### src/rtl/soa_pkg.sv
// Shared types and constants of the slab object allocator.
`default_nettype none
package soa_pkg;

  localparam int OBJ_SIZE_W = 12;
  localparam int SLOTS_W    = 11;
  localparam int ADDR_W     = 16;
  localparam int CHAIN_W    = 12;
  localparam int DIVISOR_W  = 17;
  localparam int DIV_STEPS  = 16;
  localparam int DIV_CNT_W  = 5;

  localparam logic [OBJ_SIZE_W-1:0] OBJ_SIZE_RESET = 12'd16;
  localparam logic [SLOTS_W-1:0]    OBJ_PER_SLAB_RESET = 11'd227;
  localparam logic [CHAIN_W-1:0]    END_SLOT = 12'hFFF;

  localparam logic [1:0] OP_ALLOC  = 2'd0;
  localparam logic [1:0] OP_FREE   = 2'd1;
  localparam logic [1:0] OP_SHRINK = 2'd2;
  localparam logic [1:0] OP_UNUSED = 2'd3;

  localparam logic [1:0] STATUS_OK       = 2'd0;
  localparam logic [1:0] STATUS_NO_PAGE  = 2'd1;
  localparam logic [1:0] STATUS_BAD_ADDR = 2'd2;

  localparam logic [1:0] TAG_UNOWNED = 2'd0;
  localparam logic [1:0] TAG_FREE    = 2'd1;
  localparam logic [1:0] TAG_PARTIAL = 2'd2;
  localparam logic [1:0] TAG_FULL    = 2'd3;

  localparam logic CFG_OBJECT_SIZE      = 1'b0;
  localparam logic CFG_OBJECTS_PER_SLAB = 1'b1;

  typedef struct packed {
    logic [1:0]        opcode;
    logic [ADDR_W-1:0] object_address;
  } req_t;

  typedef struct packed {
    logic [1:0]        status;
    logic [ADDR_W-1:0] allocated_address;
    logic [4:0]        slabs_released;
  } rsp_t;

  typedef enum logic [4:0] {
    ST_IDLE, ST_DISPATCH, ST_A_PICK, ST_A_SCAN, ST_A_CHAIN, ST_A_UNLINK, ST_A_POP,
    ST_A_WAIT, ST_A_ADDR, ST_F_CHECK1, ST_F_WAIT2, ST_F_CHECK2,
    ST_F_UNLINK, ST_F_PUSH, ST_S_WALK, ST_DONE
  } state_t;

  typedef enum logic [3:0] {
    C_NONE, C_LOAD, C_PICK, C_SCAN, C_CHAIN, C_UNLINK, C_POP, C_LINK, C_ADDR,
    C_CHECK1, C_CHECK2, C_FREE_UNLINK, C_FREE_PUSH, C_WALK, C_EMIT
  } cmd_t;

  typedef struct packed {
    logic [1:0] opcode;
    logic       have_slab;
    logic       n_zero;
    logic       scan_hit;
    logic       scan_last;
    logic       chain_last;
    logic       pop_empty;
    logic       div_busy;
    logic       free_bad;
    logic       slot_bad;
    logic       walk_more;
    logic       rsp_free;
  } dp_status_t;

endpackage
`default_nettype wire

### src/rtl/soa_ctrl.sv
// Sequencer that steps the allocator datapath through each operation.
`default_nettype none
module soa_ctrl (
  input  wire logic                clk,
  input  wire logic                rst,
  input  wire logic                req_valid,
  input  wire soa_pkg::dp_status_t st,
  output logic                     req_stall,
  output soa_pkg::cmd_t            cmd
);

  soa_pkg::state_t state, state_next;

  always_ff @(posedge clk) begin
    if (rst) begin
      state <= soa_pkg::ST_IDLE;
    end else begin
      state <= state_next;
    end
  end

  always_comb begin
    state_next = state;
    case (state)
      soa_pkg::ST_IDLE: begin
        if (req_valid) state_next = soa_pkg::ST_DISPATCH;
      end
      soa_pkg::ST_DISPATCH: begin
        case (st.opcode)
          soa_pkg::OP_ALLOC:  state_next = soa_pkg::ST_A_PICK;
          soa_pkg::OP_FREE:   state_next = soa_pkg::ST_F_CHECK1;
          soa_pkg::OP_SHRINK: state_next = soa_pkg::ST_S_WALK;
          default:            state_next = soa_pkg::ST_DONE;
        endcase
      end
      soa_pkg::ST_A_PICK: begin
        if (st.have_slab) state_next = soa_pkg::ST_A_UNLINK;
        else if (st.n_zero) state_next = soa_pkg::ST_DONE;
        else state_next = soa_pkg::ST_A_SCAN;
      end
      soa_pkg::ST_A_SCAN: begin
        if (st.scan_hit) state_next = soa_pkg::ST_A_CHAIN;
        else if (st.scan_last) state_next = soa_pkg::ST_DONE;
      end
      soa_pkg::ST_A_CHAIN: begin
        if (st.chain_last) state_next = soa_pkg::ST_A_POP;
      end
      soa_pkg::ST_A_UNLINK: state_next = soa_pkg::ST_A_POP;
      soa_pkg::ST_A_POP: begin
        state_next = st.pop_empty ? soa_pkg::ST_DONE : soa_pkg::ST_A_WAIT;
      end
      soa_pkg::ST_A_WAIT:   state_next = soa_pkg::ST_A_ADDR;
      soa_pkg::ST_A_ADDR:   state_next = soa_pkg::ST_DONE;
      soa_pkg::ST_F_CHECK1: begin
        state_next = st.free_bad ? soa_pkg::ST_DONE : soa_pkg::ST_F_WAIT2;
      end
      soa_pkg::ST_F_WAIT2: begin
        if (!st.div_busy) state_next = soa_pkg::ST_F_CHECK2;
      end
      soa_pkg::ST_F_CHECK2: begin
        state_next = st.slot_bad ? soa_pkg::ST_DONE : soa_pkg::ST_F_UNLINK;
      end
      soa_pkg::ST_F_UNLINK: state_next = soa_pkg::ST_F_PUSH;
      soa_pkg::ST_F_PUSH:   state_next = soa_pkg::ST_DONE;
      soa_pkg::ST_S_WALK: begin
        if (!st.walk_more) state_next = soa_pkg::ST_DONE;
      end
      soa_pkg::ST_DONE: begin
        if (st.rsp_free) state_next = soa_pkg::ST_IDLE;
      end
      default: state_next = soa_pkg::ST_IDLE;
    endcase
  end

  always_comb begin
    req_stall = state != soa_pkg::ST_IDLE;
    cmd = soa_pkg::C_NONE;
    case (state)
      soa_pkg::ST_IDLE:     cmd = req_valid ? soa_pkg::C_LOAD : soa_pkg::C_NONE;
      soa_pkg::ST_A_PICK:   cmd = soa_pkg::C_PICK;
      soa_pkg::ST_A_SCAN:   cmd = soa_pkg::C_SCAN;
      soa_pkg::ST_A_CHAIN:  cmd = soa_pkg::C_CHAIN;
      soa_pkg::ST_A_UNLINK: cmd = soa_pkg::C_UNLINK;
      soa_pkg::ST_A_POP:    cmd = soa_pkg::C_POP;
      soa_pkg::ST_A_WAIT:   cmd = soa_pkg::C_LINK;
      soa_pkg::ST_A_ADDR:   cmd = soa_pkg::C_ADDR;
      soa_pkg::ST_F_CHECK1: cmd = soa_pkg::C_CHECK1;
      soa_pkg::ST_F_CHECK2: cmd = soa_pkg::C_CHECK2;
      soa_pkg::ST_F_UNLINK: cmd = soa_pkg::C_FREE_UNLINK;
      soa_pkg::ST_F_PUSH:   cmd = soa_pkg::C_FREE_PUSH;
      soa_pkg::ST_S_WALK:   cmd = soa_pkg::C_WALK;
      soa_pkg::ST_DONE:     cmd = st.rsp_free ? soa_pkg::C_EMIT : soa_pkg::C_NONE;
      default:              cmd = soa_pkg::C_NONE;
    endcase
  end

endmodule
`default_nettype wire

### config.mk
export PLATFORM = sky130hd
export DESIGN_NAME = soa_ctrl
export DESIGN_NICKNAME = d
export VERILOG_FILES = /design/src/rtl/soa_pkg.sv /design/src/rtl/soa_ctrl.sv
export SDC_FILE = /design/constraint.sdc
export NUM_CORES = 1
export LEC_CHECK = 0
export ABC_CLOCK_PERIOD_IN_PS = 1700
export BUFFER_PORTS_ARGS = -buffer_cell sky130_fd_sc_hd__clkbuf_2
export CAP_MARGIN = 5
export CELL_PAD_IN_SITES_DETAIL_PLACEMENT = 0
export CELL_PAD_IN_SITES_GLOBAL_PLACEMENT = 1
export CORE_MARGIN = 4
export CORE_UTILIZATION = 30
export CTS_CLUSTER_SIZE = 24
export DETAILED_ROUTE_END_ITERATION = 6
export PLACE_DENSITY_LB_ADDON = 0.08
export SLEW_MARGIN = 5
export SYNTH_ARGS = -nofsm -noshare
export SYNTH_HDL_FRONTEND = slang
export SYNTH_SLANG_ARGS = --single-unit
### constraint.sdc
create_clock -name clk -period 1.7 [get_ports clk]
set_clock_uncertainty 0.2 [all_clocks]
set_input_delay 0.085 -clock clk [delete_from_list [all_inputs] [get_ports clk]]
set_output_delay 0.085 -clock clk [all_outputs]
set_load 0.05 [all_outputs]
==> metrics.md <==
| Metric | Value |
|---|---|
| Netlist cell types | 37 |
| Status | finished, violations left |
| Clock Tree Buf Depth | 2 |
| Via/cell ratio | 5.21 |
| Max frequency | 576 MHz |
| Ant. Diodes | 0 |
| Register bank with the most flops | state |
| Worst setup path end | state[2]$_SDFFE_PP0P_ |
| Peak supply drop | 1000 uV |
| Pre-antenna DRT Iters | 4 |
| Syn Area/Cell | 7.26 um2 |
| Final Worst Setup Slack | -0.0365 ns |
| Vias in the first global route | 716 |
| Residual DRC | 0 |
| DR vias | 734 |
| Initial Util | 31.4% |
| Layout area overhead | 53.5% |
| Post-synth EDFFs | 0 |
| Inserted Clock Buffers | 3 |
| FF+latch count, synth | 4 |
| Slew at the pin closest to its max-slew limit | 0.414 ns |
| Slack of the worst reg-to-reg path | -0.04 ns |
| CTS sink cnt | 4 |
| First-pass GRT wire length | 3220 um |
| Max-Cap Viols | 0 |
| # setup viols final | 4 |
| Number of port buffers | 20 |
| Hold slack | 0.0669 ns |
| Final Util | 48.3% |
| Synthesized cell area | 617 um2 |
| Routed Antenna Nets | 0 |
| Synthesis Warnings | 0 |
| Final worst path period need | 1.74 ns |
| Post-CTS Setup Inserts | 0 |
| Max-slew violations | 0 |
| CP Capture Type | flip-flop |
| Routed WL | 1970 um |
| CTS tree | built |
| Pwr Density | 2300 nW/um2 |
| Largest registers | state x4 |
| Syn nets | 101 |
| Routability cong. | 0.730 |
| Worst-Skew Late Latency | 0.24 ns |
| DRT iter0 DRCs | 16 |
| Clk root buf | clkbuf_4 |
| Register area share after synthesis | 13.0% |
| Worst Hold Class | in -> reg |
| Number of flip-flops in the largest register | 4 |
| Unrepaired setup endpoints after global routing | true |
| Worst EP arrival | 1.66 ns |
| Height of the die | 53.3 um |
| Fill count | 205 |
| Worst Setup Start Kind | flip-flop |
| WS Path Type | reg -> reg |
| R2R Path End | state[2]$_SDFFE_PP0P_ |
| Share of layout cells above drive strength 1 | 48.2% |
| FFs w/ async S/R, synth | 0% |
| Routed WL per cell | 14.0 um |
| Die Area | 2850 um2 |
| Reg area | 92.6 um2 |
| Top FF cell, synth | dfxtp_1 |
| CP Launch Point | state[2]$_SDFFE_PP0P_ |
| Period Utilization, post-route | 102% |
| # IOs | 21 |
| Global-route usage over all layers | 15.6% |
| Mapped Cells | 85 |
| Initial antenna violation count | 0 |
| Pin count of the biggest net entering global routing | 22 |
| Leak | 0.378 nW |
| # rows | 16 |
| Area occupied by multi-input gates | 507 um2 |
| HPWL Detailed | 1570 um |
| Worst EP required | 1.62 ns |
| Worst slack, placed | -0.0851 ns |
| Final Hold Vio Count | 0 |
| Max H-tree Level | 1 |
| Core Area | 1960 um2 |
| Worst r2r src | state[2]$_SDFFE_PP0P_ |
| Final Net Count | 132 |
| Failing checks | setup timing |
| Slew HR | 72.2% |
| Worst r2r path cells | 5 |
| Die Span X | 53.3 um |
| Total Power | 2.18 mW |
| CP max FO | 6 |
| Overflow after GRT | 0 |
| Register clock-pin slew on the reported worst setup and hold paths | 0.04 ns |
final cells by class:
| cell class | count | area share (%) |
|---|---|---|
| Multi-Input combinational cell | 68 | 53.5 |
| Sequential cell | 4 | 9.78 |
| Timing Repair Buffer | 35 | 29.2 |
| Clock buffer | 3 | 2.38 |
| Inverter | 4 | 1.59 |
| Tap cell | 27 | 3.57 |
kinds of logic (layout without fill, tap and decap cells):
logic type / count (synthesis) / count (layout) / synth area share, %
AOI/OAI and AO/OA: 39 / 39 / 46.2
xor gates and xnor gates: 1 / 1 / 1.42
buffers and inverters: 13 / 42 / 13.8
DFF: 4 / 4 / 13.0
muxes: 1 / 1 / 2.43
and+or+nand+nor: 27 / 27 / 23.1
per-stage QoR:
step	instance area, um2	TNS [ns]	cells
2_1_floorplan	627	-0.0773	85
3_3_place_gp	823	-0.309	137
3_5_place_dp	823	-0.309	137
4_1_cts	911	-0.274	141
5_1_grt	947	-0.438	141
6_report	947	-0.0600	141
layer usage:
layer	vias to the layer above	part of all wire, %	global-route usage, %
met3	5	3.9	0.845
met4	0	1.9	7.66
met1	325	45	19.9
li1	381	-	-
met2	23	49	26.1
met5	-	0	0
timing repair:
| item | in CTS | in global routing |
|---|---|---|
| pin swaps | 4 | 7 |
| hold endpoints to repair | 4 | 0 |
| setup endpoints to repair | 9 | 9 |
| hold buffers | 1 | 0 |
| gates resized for setup | 15 | 11 |
report_power, final:
group	internal (mW)	switching, mW	total, mW
Combinational	0.813	0.965	1.78
Clock	0.0792	0.0428	0.122
Sequential	0.164	0.113	0.277
cell usage after synthesis (2+ instances only):
cell type,count,area [um2]
nor2_1,6,22.5
a211oi_2,2,25.0
buf_6,4,45.0
buf_2,2,10.0
clkbuf_1,2,7.51
o31ai_1,2,15.0
nand3b_1,2,15.0
dfxtp_1,4,80.1
o21bai_1,3,22.5
nand4b_1,2,17.5
nand2_1,9,33.8
nand3_1,3,15.0
a211oi_1,2,15.0
o21ai_0,9,45.0
a21oi_1,7,35.0
a31oi_1,3,18.8
inv_1,3,11.3
critical path, cell delays in order, from the launching register on:
cell and delay, ns:
dfxtp_2 0.34, mux2_4 0.30, o311a_4 0.31, o22ai_4 0.24, o21bai_1 0.15, a21oi_1 0.07
layout by cell type (no fill, tap or decap), drive strengths merged:
cell type,instances
o22ai,1
a32o,1
nor3b,1
and3,1
dfxtp,4
a22oi,1
a221oi,1
a31oi,3
dlygate4sd3,1
inv,4
buf,18
nand3b,2
nand2,9
mux2,1
o211ai,1
nand4b,2
o21bai,3
o21ai,9
nor2,6
clkbuf,19
a211oi,4
a221o,1
nor2b,1
o31a,1
nand3,3
nor4,1
o311a,1
nand2b,1
a2bb2oi,1
xor2,1
a21oi,8
a311oi,1
o31ai,2
how the worst min path moves through the flow:
| stage | start | end | slack (ns) | cells after the start |
|---|---|---|---|---|
| floorplan | rst | state[1]$_SDFFE_PP0P_ | -0.05 | 1 |
| finish | st[0] | state[0]$_SDFFE_PP0P_ | 0.07 | 4 |
| detailed placement | rst | state[1]$_SDFFE_PP0P_ | 0.13 | 2 |
| global route | st[0] | state[2]$_SDFFE_PP0P_ | 0.10 | 4 |
| global placement | rst | state[1]$_SDFFE_PP0P_ | 0.13 | 2 |
| CTS | st[0] | state[2]$_SDFFE_PP0P_ | 0.05 | 4 |
No activity file was read; power rests on OpenSTA's default activity.
